**config.mk**
```make
export PLATFORM = sky130hd
export DESIGN_NAME = lru_recency_cache
export DESIGN_NICKNAME = d
export VERILOG_FILES = /design/src/hdl/lrc_pkg.sv /design/src/hdl/lru_recency_cache.sv /design/src/hdl/lrc_cell.sv
export SDC_FILE = /design/constraint.sdc
export NUM_CORES = 1
export LEC_CHECK = 0
export BUFFER_PORTS_ARGS = -buffer_cell sky130_fd_sc_hd__buf_2
export CAP_MARGIN = 20
export CORE_ASPECT_RATIO = 1.25
export CORE_UTILIZATION = 65
export CTS_BUF_LIST = sky130_fd_sc_hd__clkbuf_16
export DETAILED_ROUTE_END_ITERATION = 8
export PLACE_DENSITY = 0.83
export REMOVE_ABC_BUFFERS = 1
export SYNTH_ARGS = -nofsm -noshare
export SYNTH_HDL_FRONTEND = slang
export SYNTH_SLANG_ARGS = --single-unit
```
**constraint.sdc**
```tcl
create_clock -name clk -period 19.42 [get_ports clk]
set_clock_uncertainty 0.2 [all_clocks]
set_input_delay 3.884 -clock clk [delete_from_list [all_inputs] [get_ports clk]]
set_output_delay 3.884 -clock clk [all_outputs]
set_load 0.005 [all_outputs]
```
**src/hdl/lrc_pkg.sv**
```systemverilog
// Package for lru_recency_cache: sizes, payload types and cell interface structs.
package lrc_pkg;

  localparam int ENTRIES = 8;
  localparam int DATA_W  = 32;
  localparam int CAP_W   = 4;
  localparam int OCC_W   = $clog2(ENTRIES + 1);

  typedef logic signed [DATA_W-1:0] data_t;
  typedef logic [CAP_W-1:0]         cap_t;
  typedef logic [OCC_W-1:0]         occ_t;

  typedef enum logic {
    ACT_GET = 1'b0,
    ACT_PUT = 1'b1
  } action_t;

  // Control broadcast to every cell in the cycle a request executes.
  typedef struct packed {
    logic exec;
    logic put;
    logic hit;
  } cell_ctl_t;

  // Search result carried down the chain from the front cell.
  typedef struct packed {
    logic  found;
    data_t value;
  } chain_t;

  // Effective capacity: zero reads as one, large values saturate to the depth.
  function automatic occ_t live_cap(cap_t c);
    occ_t res;
    if (c == '0) begin
      res = occ_t'(1);
    end else if (int'(c) > ENTRIES) begin
      res = occ_t'(ENTRIES);
    end else begin
      res = occ_t'(c);
    end
    return res;
  endfunction

endpackage

```
**src/hdl/lru_recency_cache.sv**
```systemverilog
// Top level of lru_recency_cache: request stage, row of recency cells and result register.
//
// Small LRU store of up to ENTRIES key/value pairs held in a row of cells, most recent
// first. A get (in_action = 0) compares the key against every occupied cell at once; the
// first (most recent) match is moved to the front and its value returned with out_hit = 1,
// otherwise out_hit = 0 and out_read_value = 0. A put (in_action = 1) shifts the row back
// by one, writes the pair at the front and drops the oldest pair when the store is full;
// it does not look for an existing copy of the key, so duplicates can be held, and a get
// always finds the newest copy. Every transaction gives exactly one result, 0 on a put.
// Throughput is one transaction per cycle while the result is not stalled. An accepted
// transaction is loaded into the request register; the cells compare and shift while it is
// held there, and the result register is loaded on the same edge as the cells. A
// stalled result holds the request register, which stalls the input. The compare-and-shift
// cycle is set by the match chain that runs from the front cell to the back cell. cfg_wdata
// sets the capacity (0 reads as 1, values above ENTRIES saturate); lowering it below the
// current fill drops the oldest pairs. Write it only while the block is idle. No clearing
// pass is needed after reset: the store starts empty.
module lru_recency_cache (
  input  logic                clk,
  input  logic                rst_n,
  // request channel
  input  logic                in_valid,
  output logic                in_stall,
  input  logic                in_action,
  input  lrc_pkg::data_t      in_key,
  input  lrc_pkg::data_t      in_value,
  // result channel
  output logic                out_valid,
  input  logic                out_stall,
  output logic                out_hit,
  output lrc_pkg::data_t      out_read_value,
  // capacity register
  input  logic                cfg_we,
  input  lrc_pkg::cap_t       cfg_wdata
);
  import lrc_pkg::*;

  // request stage
  logic    req_valid_r, req_valid_nxt;
  action_t req_action_r, req_action_nxt;
  data_t   req_key_r,   req_key_nxt;
  data_t   req_value_r, req_value_nxt;

  // result register
  logic    out_valid_r, out_valid_nxt;
  logic    out_hit_r,   out_hit_nxt;
  data_t   out_value_r, out_value_nxt;

  // store bookkeeping
  cap_t    cap_r, cap_nxt;
  occ_t    occ_r, occ_nxt;
  occ_t    cap_live;
  occ_t    cap_new;
  occ_t    put_keep;

  logic      exec;
  logic      in_acc;
  cell_ctl_t ctl;
  data_t     head_value;

  chain_t          chain [ENTRIES+1];
  data_t           cell_key   [ENTRIES];
  data_t           cell_value [ENTRIES];
  logic [ENTRIES-1:0] cell_valid;

  // Execute the held request when the result slot is free or being emptied.
  assign exec     = req_valid_r && (!out_valid_r || !out_stall);
  assign in_stall = req_valid_r && !exec;
  assign in_acc   = in_valid && !in_stall;

  assign cap_live = live_cap(cap_r);
  assign cap_new  = live_cap(cfg_wdata);
  // On a full store the put keeps cap-1 old pairs; otherwise all of them.
  assign put_keep = (occ_r >= cap_live) ? (cap_live - occ_t'(1)) : occ_r;

  assign ctl.exec = exec;
  assign ctl.put  = (req_action_r == ACT_PUT);
  assign ctl.hit  = (req_action_r == ACT_GET) && chain[ENTRIES].found;

  // Front cell takes the new pair on a put, the promoted pair on a hit.
  assign head_value = ctl.put ? req_value_r : chain[ENTRIES].value;

  assign chain[0].found = 1'b0;
  assign chain[0].value = '0;

  for (genvar i = 0; i < ENTRIES; i++) begin : g_cell
    assign cell_valid[i] = (occ_r > occ_t'(i));
    if (i == 0) begin : g_front
      lrc_cell u_cell (
        .clk        (clk),
        .ctl        (ctl),
        .valid_i    (cell_valid[i]),
        .cmp_key    (req_key_r),
        .prev_key   (req_key_r),
        .prev_value (head_value),
        .chain_in   (chain[i]),
        .chain_out  (chain[i+1]),
        .key_o      (cell_key[i]),
        .value_o    (cell_value[i])
      );
    end else begin : g_rest
      lrc_cell u_cell (
        .clk        (clk),
        .ctl        (ctl),
        .valid_i    (cell_valid[i]),
        .cmp_key    (req_key_r),
        .prev_key   (cell_key[i-1]),
        .prev_value (cell_value[i-1]),
        .chain_in   (chain[i]),
        .chain_out  (chain[i+1]),
        .key_o      (cell_key[i]),
        .value_o    (cell_value[i])
      );
    end
  end

  always_comb begin
    req_valid_nxt  = req_valid_r;
    req_action_nxt = req_action_r;
    req_key_nxt    = req_key_r;
    req_value_nxt  = req_value_r;
    if (exec) begin
      req_valid_nxt = 1'b0;
    end
    // Take a new transaction whenever the request register is free this cycle.
    if (in_acc) begin
      req_valid_nxt  = 1'b1;
      req_action_nxt = action_t'(in_action);
      req_key_nxt    = in_key;
      req_value_nxt  = in_value;
    end
  end

  always_comb begin
    out_valid_nxt = out_valid_r;
    out_hit_nxt   = out_hit_r;
    out_value_nxt = out_value_r;
    if (out_valid_r && !out_stall) begin
      out_valid_nxt = 1'b0;
    end
    if (exec) begin
      out_valid_nxt = 1'b1;
      out_hit_nxt   = ctl.hit;
      out_value_nxt = ctl.hit ? chain[ENTRIES].value : '0;
    end
  end

  always_comb begin
    cap_nxt = cap_r;
    occ_nxt = occ_r;
    if (cfg_we) begin
      // Drop the oldest pairs if the new capacity is below the fill.
      cap_nxt = cfg_wdata;
      if (occ_r > cap_new) begin
        occ_nxt = cap_new;
      end
    end else if (exec && ctl.put) begin
      occ_nxt = put_keep + occ_t'(1);
    end
  end

  always_ff @(posedge clk) begin
    if (!rst_n) begin
      req_valid_r <= 1'b0;
      out_valid_r <= 1'b0;
      cap_r       <= cap_t'(ENTRIES > 15 ? 15 : ENTRIES);
      occ_r       <= '0;
    end else begin
      req_valid_r <= req_valid_nxt;
      out_valid_r <= out_valid_nxt;
      cap_r       <= cap_nxt;
      occ_r       <= occ_nxt;
    end
  end

  always_ff @(posedge clk) begin
    req_action_r <= req_action_nxt;
    req_key_r    <= req_key_nxt;
    req_value_r  <= req_value_nxt;
    out_hit_r    <= out_hit_nxt;
    out_value_r  <= out_value_nxt;
  end

  assign out_valid      = out_valid_r;
  assign out_hit        = out_hit_r;
  assign out_read_value = out_value_r;

endmodule

```
**src/hdl/lrc_cell.sv**
```systemverilog
// One recency slot: holds a key/value pair, compares it, and takes its neighbour's pair on a shift.
module lrc_cell (
  input  logic               clk,
  input  lrc_pkg::cell_ctl_t ctl,
  input  logic               valid_i,
  input  lrc_pkg::data_t     cmp_key,
  input  lrc_pkg::data_t     prev_key,
  input  lrc_pkg::data_t     prev_value,
  input  lrc_pkg::chain_t    chain_in,
  output lrc_pkg::chain_t    chain_out,
  output lrc_pkg::data_t     key_o,
  output lrc_pkg::data_t     value_o
);
  import lrc_pkg::*;

  data_t key_r,   key_nxt;
  data_t value_r, value_nxt;
  logic  match;
  logic  shift;

  assign match = valid_i && (key_r == cmp_key);

  // Pass the first match down; later matches are older duplicates.
  assign chain_out.found = chain_in.found | match;
  assign chain_out.value = chain_in.found ? chain_in.value :
                           (match ? value_r : '0);

  // Shift on every put; on a hit, shift only up to and including the hit slot.
  assign shift = ctl.exec && (ctl.put || (ctl.hit && !chain_in.found));

  always_comb begin
    key_nxt   = key_r;
    value_nxt = value_r;
    if (shift) begin
      key_nxt   = prev_key;
      value_nxt = prev_value;
    end
  end

  always_ff @(posedge clk) begin
    key_r   <= key_nxt;
    value_r <= value_nxt;
  end

  assign key_o   = key_r;
  assign value_o = value_r;

endmodule

```
# Word-level counts from Yosys, hierarchy flattened
# Cells that the tools add are included.
[totals]
register_bits = 620
inputBits = 74
word_cells = 138
[classes]
addsub = 2
magnitude_cmp = 12
n_eq_ne = 9
mux = 27
n_bitwise = 8
n_reduce_logical = 55
[op_table]
columns = ["operator", "count"]
rows = [
  ["two-way mux 32 bit", 15],
  ["== test 32 bit", 8],
  ["two-way mux 4 bit", 8],
  ["logical AND 1 bit", 29],
  ["greater-than comparator 4 x 3 -> 1 bit, second input constant", 4],
  ["zero test 1 bit", 11],
  ["logical OR 1 bit", 9],
  ["greater-than comparator 4 x 1 -> 1 bit, second input constant", 2],
  ["greater-than comparator 4 x 2 -> 1 bit, second input constant", 2],
  ["greater-than comparator 4 bit, second input constant", 2],
  ["zero test 4 bit", 2],
  ["OR 1 bit", 7],
  ["nonzero test 2 bit", 3],
  ["adder 4 x 1 -> 4 bit, second input constant", 1],
  [">= comparator 4 bit", 1],
  ["greater-than comparator 4 bit", 1],
  ["two-way mux 1 bit", 4],
  ["subtractor 4 x 1 -> 4 bit, second input constant", 1],
  ["inequality test 2 x 1 -> 1 bit, second input constant", 1],
  ["AND reduction 2 bit", 1],
  ["NOT 1 bit", 1],
]

# Logic depth before layout (Yosys ltp)
# Gate-level depths: netlist of run 1.
[depth]
ltp_word = 13
depth_mapped = 13
mapped_depth_nobuf = 13

# Modules after synthesis
# A second synthesis of run 1 with hierarchy kept.
[hier_totals]
hier_cells = 2163
hier_area_um2 = 29522.1
[modules_own_cells]
columns = ["module", "n_inst", "cells_per_inst", "area_each_um2", "seq_area_each_um2"]
rows = [
  ["lrc_cell", 8, 236, 3138.0, 1921.8],
  ["lru_recency_cache", 1, 275, 4418.0, 3143.0],
]

# Least setup slack after synthesis of run 1
# Ideal clock, no wire load.
[synth_path]
path_kind = "input to register"
start = "input out_stall"
end = "register g_cell[3].g_rest.u_cell.key_r[0], enable pin"
setup_ns = 0.580
arrival_time_ns = 11.898
slack_ns = 6.741
cell_stages = 3
n_path_buf = 0
path_cell_list = "a21boi_0 -> nand2_1 -> o31ai_1"
[synth_via]
elab_chain_cells = 4
[synth_lines]
columns = ["element", "line", "text"]
rows = [
  ["start, declared", "lru_recency_cache.sv:29", "input logic out_stall,"],
  ["zero test 1 bit", "lru_recency_cache.sv:67", "assign exec = req_valid_r && (!out_valid_r || !out_stall);"],
  ["logical OR 1 bit", "lru_recency_cache.sv:67", ""],
  ["logical AND 1 bit", "lru_recency_cache.sv:67", ""],
  ["logical AND 1 bit", "lrc_cell.sv:29", "assign shift = ctl.exec && (ctl.put || (ctl.hit && !chain_in.found));"],
  ["named net g_cell[3].g_rest.u_cell.shift", "lrc_cell.sv:19", "logic shift;"],
  ["end signal, assigned", "lrc_cell.sv:41", "key_r <= key_nxt;"],
  ["end, declared", "lrc_cell.sv:16", "data_t key_r, key_nxt;"],
]
# The timed path passes the listed nets, and every way through them passes these cells.
# A chain may end at the register's enable or synchronous reset.

# Final worst setup path of run 1
[layout_path]
start = "input out_stall"
end = "output in_stall"
[layout_via]
elab_chain_cells = 5
[layout_lines]
columns = ["element", "line", "text"]
rows = [
  ["zero test 1 bit", "lru_recency_cache.sv:67", ""],
  ["logical OR 1 bit", "lru_recency_cache.sv:67", ""],
  ["logical AND 1 bit", "lru_recency_cache.sv:67", ""],
  ["zero test 1 bit", "lru_recency_cache.sv:68", "assign in_stall = req_valid_r && !exec;"],
  ["logical AND 1 bit", "lru_recency_cache.sv:68", ""],
  ["end, declared", "lru_recency_cache.sv:23", "output logic in_stall,"],
]
# Every way passes these cells.

==> results.toml, run 1 <==
[critical_path]
crit_required_ns = 15.34
crit_path_max_fanout = 3
critPathArrivalTime_ns = 4.42
crit_start = "out_stall"
crit_path_end_kind = "primary output"
cp-endpoint = "in_stall"
reg2regPathDepth = 11
rr_endpoint = "g_cell[2].g_rest.u_cell.key_o[26]"
critPathKind = "in2out"
r2r_start = "req_key_r[28]"
crit_path_start_kind = "input port"
ff2ff_setup_slack_ns = 13.48

[floorplanning]
die_w_um = 177
die_y_um = 221
rows = 79
dieArea_um2 = 39100
pin_count = 109
start_util = 0.664
core_area_um2 = 37500

[logic_synthesis]
yosys_most_used_dff = "edfxtp_1"
ys_top_cells_by_area = "edfxtp_1 74%, xor2_1 6.9%, a21oi_1 2.6%"
ys_seq_area_frac = 0.744
syn_area_um2 = 24900
synth_edf_count = 610
async_reset_ff_frac = 0
ys_types = 54
syn-mean-instance-area_um2 = 15.3
yosys.area.top_type = "edfxtp_1"
synth_top_cell_area_share = 0.736
postSynthCellCount = 1625
ys_ff_latch = 620
synth_warnings = 0

[sta]
worst_pin_slew_ns = 1.07
timing.final.hold_violations = 0
fmax_mhz = 118
layout_min_cycle_time_ns = 8.50
hold_slack_ns = 0.248
setup_viol = 0
fin_crit_sh = 0.438
drv_slew = 0
slew_headroom = 0.281
rsz0062_at_grt = "no"
fin_ws_ns = 10.92
tns_ns = 0

[route]
drt-initial-drc-count = 1665
viasPerCell = 6.37
detail_route.wirelength_mm = 56.0
drt_first_pass_iters = 5
vias = 14369
drtAntennaViolNets = 0
drc = 0
drt-wirelength-per-cell_um = 24.8

[place]
place_ws_ns = 10.93
gp_congestion = 0.885
dp_hpwl_mm = 35.6
io_buffers = 108

[clock_network]
clock_path_buffers = 3
cts.sinks = 620
holdBufCountCts = 0
root_buffer = "clkbuf_16"
post_cts_buffers = 0
tritoncts = "done"
cts_buffers = 55
clkTransAtPathRegs_ns = 0.07
cts_resized = 0
insertion_delay_ns = 0.59
htree_levels = 2

[global_routing]
grt_max_degree = 71
grt_usage = 0.294
grt_overflow_total = 0
grt_pass1_vias = 14484
antenna_found_initial = 0
grt_pass1_wl_mm = 84.5

[hold_path]
hold_class = "reg2reg"

[final_layout]
nNetsFinal = 1809
fillCellCount = 2079
antennaDiodeCount = 0
drive_gt1_frac = 0.137
multi_input_area_um2 = 5960
synthToLayoutAreaGrowth_pct = 11.8
register_area_um2 = 18500

[power_and_ir_drop]
power_density_nw_per_um2 = 98.2
vdd_ir_drop_max_v = 0.0000827
power.leakage_nw = 9.63

[status]
status = "completed"

[flow_run]
cap_violations = 0
==> per-layer routing <==
layer	part of all wire	GRT usage
met5	0	0
met4	0.041	0.123
met3	0.068	0.0402
met2	0.53	0.519
met1	0.36	0.365
==> cells in the final DEF (no fill, tap or decap), types with 33 or more instances in the layout <==
cell type	n
buf_2	108
nor4_1	49
nand2_1	108
xnor2_1	59
xor2_1	196
nor2_1	43
o211ai_1	33
clkbuf_16	57
inv_1	47
edfxtp_1	610
a21oi_1	131
o21ai_0	38
==> cell usage after synthesis, types with 4 or more instances <==
cell	count
nor3_1	11
nor2_1	44
a21oi_1	131
mux2i_1	8
clkbuf_1	51
inv_1	43
o21ai_0	42
o21bai_1	30
edfxtp_1	610
nand3_1	11
buf_1	6
nand2_1	108
ha_1	10
xor2_1	196
dfxtp_1	10
a31oi_1	30
o211ai_1	33
o21a_1	4
xnor2_1	59
nor2b_1	12
a221o_1	30
nand4_1	22
buf_2	35
nor4_1	50
==> cell type report <==
cell class,count,share of cell area
flip-flops and latches,620,0.666
clock buffers,57,0.0513
repair buffers,135,0.0286
multi-input cells,869,0.214
clock inverters,46,0.0124
inverters,44,0.00594
well taps,486,0.0219
==> critical path: stages <==
cell,delay (ns)
buf_2,0.13
and3_1,0.25
buf_2,0.15
==> through the flow <==
step	std cells	util	power, W	cell area, um^2
floorplan	1533	-	0.00163	24500
global placement	2149	0.693	0.00168	26000
detailed placement	2151	0.694	0.00168	26000
CTS	2254	0.741	0.00274	27800
global route	2257	0.743	0.00280	27800
finish	2257	0.743	0.00273	27800
==> how the worst min path moves through the flow <==
stage	from	endpoint	slack, ns	cells past startpoint
floorplan	g_cell[2].g_rest.u_cell.value_o[27]	g_cell[3].g_rest.u_cell.value_o[27]	0.22	0
global placement	g_cell[5].g_rest.u_cell.value_o[29]	g_cell[6].g_rest.u_cell.value_o[29]	0.23	0
detailed placement	g_cell[2].g_rest.u_cell.value_o[7]	g_cell[3].g_rest.u_cell.value_o[7]	0.23	0
CTS	g_cell[0].g_front.u_cell.value_o[31]	g_cell[1].g_rest.u_cell.value_o[31]	0.25	0
global route	g_cell[5].g_rest.u_cell.value_o[13]	g_cell[6].g_rest.u_cell.value_o[13]	0.26	0
finish	g_cell[6].g_rest.u_cell.value_o[8]	g_cell[7].g_rest.u_cell.value_o[8]	0.25	0
==> cell families after synthesis <==
family	share of synthesized area
flops	0.744
mux	0.00322
compound gates	0.0819
fa+ha+maj	0.00503
simple gates	0.0539
xor+xnor	0.0897
buf+inv	0.0223
==> registers in the layout (all words and copies together) (netlist names) <==
| name | cells |
|---|---|
| cap_r | 4 |
| g_cell.g_front.u_cell.key_o | 32 |
| g_cell.g_front.u_cell.value_o | 32 |
| g_cell.g_rest.u_cell.key_o | 224 |
| g_cell.g_rest.u_cell.value_o | 224 |
| occ_r | 4 |
| out_hit | 1 |
| out_read_value | 32 |
| out_valid | 1 |
| req_action_r | 1 |
| req_key_r | 32 |
| req_valid_r | 1 |
| req_value_r | 32 |
==> power by group <==
group	internal (W)	switching (W)	total, W
combinational	0.0000400	0.0000674	0.000107
clock	0.000598	0.000477	0.00107
sequential	0.00151	0.0000385	0.00155
total	0.00215	0.000582	0.00273
Note: power is estimated with default switching activity, not from simulation.
==> run 2, diff against run 1 <==
Settings changed: CORE_UTILIZATION 65 to 55, PLACE_DENSITY 0.83 to 0.75.
Clock period 19.42 ns to 7.8 ns, I/O delays scaled along.
==> results.toml, run 2 (synthesis results as in run 1) <==
[critical_path]
crit_path_start_kind = "register"
reg2regPathDepth = 11
critPathArrivalTime_ns = 5.35
r2r_start = "req_key_r[29]"
crit_path_end_kind = "register"
critPathKind = "reg2reg"
crit_path_max_fanout = 67
rr_endpoint = "g_cell[4].g_rest.u_cell.value_o[11]"
ff2ff_setup_slack_ns = 2.50
crit_required_ns = 7.85

[status]
status = "completed"

[sta]
layout_min_cycle_time_ns = 5.30
slew_headroom = 0.296
worst_pin_slew_ns = 1.06
rsz0062_at_grt = "no"
fmax_mhz = 189
fin_crit_sh = 0.680
drv_slew = 0
setup_viol = 0
timing.final.hold_violations = 0
tns_ns = 0

[floorplanning]
die_w_um = 192
core_area_um2 = 44300
pin_count = 109
start_util = 0.561
dieArea_um2 = 46100
rows = 86
die_y_um = 240

[clock_network]
cts_resized = 0
root_buffer = "clkbuf_16"
clkTransAtPathRegs_ns = 0.06
tritoncts = "done"
cts.sinks = 620
htree_levels = 2
insertion_delay_ns = 0.63
holdBufCountCts = 0
clock_path_buffers = 3
cts_buffers = 59
post_cts_buffers = 0

[power_and_ir_drop]
swShare = 0.217
power.leakage_nw = 9.73
power_w = 0.00710
vdd_ir_drop_max_v = 0.000223
seq_power_share = 0.543
p_clk_frac = 0.416
power_frac_comb = 0.041
power_density_nw_per_um2 = 252
p_int_w = 0.00556
switching_power_w = 0.00154

[final_layout]
antennaDiodeCount = 0
final_cell_mix = "610 x edfxtp_1, 196 x xor2_1, 131 x a21oi_1, 108 x nand2_1, 108 x buf_2"
final_core_util = 0.635
synthToLayoutAreaGrowth_pct = 13.1
final_common_cell = "edfxtp_1"
multi_input_area_um2 = 5960
drive_gt1_frac = 0.142
fin_cells = 2352
fillCellCount = 3176
register_area_um2 = 18500
nNetsFinal = 1815

[route]
viasPerCell = 6.05
drt_first_pass_iters = 6
drt-wirelength-per-cell_um = 24.9
drc = 0
drt-initial-drc-count = 1396
vias = 14226
drtAntennaViolNets = 0
detail_route.wirelength_mm = 58.6

[global_routing]
antenna_found_initial = 0
grt_overflow_total = 0
grt_usage = 0.261
grt_pass1_wl_mm = 87.6
grt_pass1_vias = 14217
grt_max_degree = 70

[place]
io_buffers = 108
gp_congestion = 0.981
dp_hpwl_mm = 38.8
placed_cells = 2239

[hold_path]
worstHoldStart = "g_cell[2].g_rest.u_cell.value_o[12]"
holdPathEnd = "g_cell[3].g_rest.u_cell.value_o[12]"
hold_class = "reg2reg"
hold_depth = 0

[flow_run]
cap_violations = 0
-- run 2: metrics by stage --
step,area [um^2],worst slack [ns],hold slack [ns]
global placement,26100,2.53,0.228
detailed placement,26100,2.38,0.233
finish,28200,2.50,0.245
floorplan,24500,-4.84,0.218
global route,28200,2.34,0.255
CTS,28100,2.30,0.247
-- run 2: worst max-delay path: stages, from the launching register on --
cell      delay, ns
edfxtp_1       0.60
xor2_1         0.25
nor4_1         0.63
nand4_1        0.21
nor3_2         0.21
buf_4          0.57
nor4b_2        0.10
buf_4          0.28
nand3_1        0.15
nand2_1        0.33
o21ai_4        0.58
buf_4          0.75
-- run 2: per-layer routing --
| layer | global-route usage | vias to the layer above | part of all wire |
|---|---|---|---|
| met4 | 0.138 | 0 | 0.052 |
| met3 | 0.0441 | 137 | 0.078 |
| met2 | 0.415 | 696 | 0.48 |
| met1 | 0.347 | 7071 | 0.39 |
| met5 | 0 | - | 0 |
| li1 | - | 6322 | - |
-- run 2: cell type report --
class                   count  share of cell area
inverters                  44             0.00586
flip-flops and latches    620               0.657
clock buffers              60              0.0533
clock inverters            50              0.0174
repair buffers            137              0.0288
multi-input cells         869               0.212
well taps                 572              0.0254
-- run 2: worst max path at each step --
stage               slack, ns     startpoint                                   to
finish                   2.50  req_key_r[29]  g_cell[4].g_rest.u_cell.value_o[11]
global route             2.34   req_key_r[2]     g_cell[4].g_rest.u_cell.key_o[5]
CTS                      2.30   req_key_r[2]     g_cell[2].g_rest.u_cell.key_o[8]
detailed placement       2.38   req_key_r[2]    g_cell[2].g_rest.u_cell.key_o[30]
global placement         2.53   req_key_r[2]     g_cell[2].g_rest.u_cell.key_o[5]
floorplan               -4.84  req_key_r[28]     g_cell[3].g_rest.u_cell.key_o[0]
-- run 2: power by group through the flow --
stage	combinational, W	clock (W)	sequential, W
after floorplan	0.000156	0	0.00391
after global placement	0.000284	0	0.00392
after detailed placement	0.000287	0	0.00393
after CTS	0.000290	0.00298	0.00386
after global routing	0.000309	0.00312	0.00387
final	0.000291	0.00296	0.00386
==> run 3, diff against run 2 <==
Settings changed: ABC_AREA set to 1, CORE_UTILIZATION 55 to 62, PLACE_DENSITY 0.75 to 0.8.
Clock period 7.8 ns to 4.9 ns, I/O delays scaled along.
==> results.toml, run 3 <==
[status]
status = "completed"

[route]
drt-initial-drc-count = 3020
drtAntennaViolNets = 0
viasPerCell = 6.21
detail_route.wirelength_mm = 104
drt-wirelength-per-cell_um = 28.1
drc = 0
drt_first_pass_iters = 6
vias = 22932

[logic_synthesis]
synth_top_cell_area_share = 0.628
synthTopCellsByCount = "844 x nand2_1, 610 x edfxtp_1, 314 x inv_1"
yosys_most_used_dff = "edfxtp_1"
ys_seq_area_frac = 0.634
ys_top_cells_by_area = "edfxtp_1 63%, nand2_1 11%, inv_1 4.0%"
synth_edf_count = 610
syn-mean-instance-area_um2 = 10.1
yosysMostFrequentCell = "nand2_1"
syn_area_um2 = 29200
ys_ff_latch = 620
yosys.area.top_type = "edfxtp_1"
postSynthCellCount = 2879
synth_warnings = 0
async_reset_ff_frac = 0
ys_types = 46

[clock_network]
cts_buffers = 60
insertion_delay_ns = 0.66
tritoncts = "done"
cts.sinks = 620
clkTransAtPathRegs_ns = 0.07
clock_path_buffers = 3
htree_levels = 2
root_buffer = "clkbuf_16"
holdBufCountCts = 0

[global_routing]
grt_pass1_vias = 22963
antenna_found_initial = 2
grt_usage = 0.438
grt_max_degree = 65
grt_pass1_wl_mm = 148
grt_overflow_total = 0

[final_layout]
final_common_cell = "nand2_1"
nNetsFinal = 3094
antennaDiodeCount = 0
final_core_util = 0.706
synthToLayoutAreaGrowth_pct = 12.2
drive_gt1_frac = 0.117
fillCellCount = 3140
final_cell_mix = "842 x nand2_1, 610 x edfxtp_1, 319 x inv_1, 233 x nor2_1, 157 x nand3_1"
fin_cells = 3691

[hold_path]
hold_class = "reg2reg"

[sta]
worst_pin_slew_ns = 1.05
setup_viol = 0
rsz0062_at_grt = "no"
drv_slew = 0
layout_min_cycle_time_ns = 4.67
fin_crit_sh = 0.953
fmax_mhz = 214
timing.final.hold_violations = 0
fin_ws_ns = 0.229
slew_headroom = 0.296

[critical_path]
critPathArrivalTime_ns = 4.75
critPathKind = "reg2reg"
crit_required_ns = 4.98
crit_path_max_fanout = 64
ff2ff_setup_slack_ns = 0.23
crit_path_end_kind = "register"
crit_path_start_kind = "register"

[flow_run]
cap_violations = 0

[power_and_ir_drop]
vdd_ir_drop_max_v = 0.000448
power.leakage_nw = 13.3
power_density_nw_per_um2 = 377

[floorplanning]
die_w_um = 196
dieArea_um2 = 48000
pin_count = 109
rows = 88
die_y_um = 245
start_util = 0.630
core_area_um2 = 46400

[place]
placed_cells = 3577
place_ws_ns = 0.157
gp_congestion = 1.09
io_buffers = 108
dp_hpwl_mm = 73.1
run 3: cell types whose count changed in the layout (fill, tap and decap cells not counted), moves of 35 or more:
cell     before  now
nor2_1       43  233
nand4_1      22  103
a21oi_1     131   15
nand2_1     108  842
xor2_1      196   13
nand3_1      11  157
o21ai_1       2   39
xnor2_1      59   98
o21ai_0      38   73
inv_1        49  319
run 3: what timing repair did:
item / 4_1_cts / 5_1_grt
buffers inserted: 0 / 0
setup endpoints to repair: 0 / 64
resized for setup: 0 / 0
run 3: worst max-delay path, stage by stage (launching register included):
cell,delay (ns)
edfxtp_1,0.48
buf_4,0.21
xor2_1,0.46
nor2_1,0.13
nand4_1,0.17
nor2_4,0.12
nor2_8,0.50
nand4_2,0.29
nor2_4,0.18
buf_4,0.56
nand3_1,0.28
o21ai_4,0.21
buf_4,0.47
run 3: cell type report:
class / count / area [um^2] / area share
inverter: 347 / 1300 / 0.0398
multi-input combinational: 1814 / 8880 / 0.271
clock buffer: 61 / 1530 / 0.0466
timing repair buffer: 167 / 1070 / 0.0327
sequential: 620 / 18500 / 0.566
tap: 630 / 788 / 0.0241
clock inverter: 52 / 654 / 0.0200
run 3: power breakdown:
| part | internal [W] | switching [W] |
|---|---|---|
| Clock | 0.00302 | 0.00218 |
| Combinational | 0.000278 | 0.000712 |
| Sequential | 0.00600 | 0.000142 |
| Total | 0.00930 | 0.00303 |
run 3: per-layer routing:
layer  global-route usage  up-vias  part of all wire
met1                0.480    10713              0.32
met4                0.374        0              0.11
li1                     -     9938                 -
met2                0.743     1768              0.49
met5                    0        -                 0
met3               0.0691      513             0.092
run 3: cells by family after synthesis:
group / after synthesis / share of synthesized area
simple gates: 1488 / 0.222
fa+ha+maj: 10 / 0.00429
xor+xnor: 111 / 0.0333
buf+inv: 446 / 0.0647
compound gates: 204 / 0.0412
flops: 620 / 0.634
run 3: worst paths after layout:
path,startpoint,to,cells after the start
max reg2reg,req_key_r[25],g_cell[7].g_rest.u_cell.key_o[24],12
max,req_key_r[25],g_cell[7].g_rest.u_cell.key_o[24],12
min reg2reg,g_cell[5].g_rest.u_cell.key_o[29],g_cell[6].g_rest.u_cell.key_o[29],0
min,g_cell[5].g_rest.u_cell.key_o[29],g_cell[6].g_rest.u_cell.key_o[29],0
run 3: stage by stage:
step	cell area, um^2	power (W)	TNS (ns)	hold WS, ns
after global placement	30500	0.00717	0	0.230
after global routing	32700	0.0125	0	0.257
after floorplan	28600	0.00673	-898.76	0.226
final	32700	0.0123	0	0.247
after detailed placement	30500	0.00719	0	0.234
after CTS	32700	0.0123	0	0.239
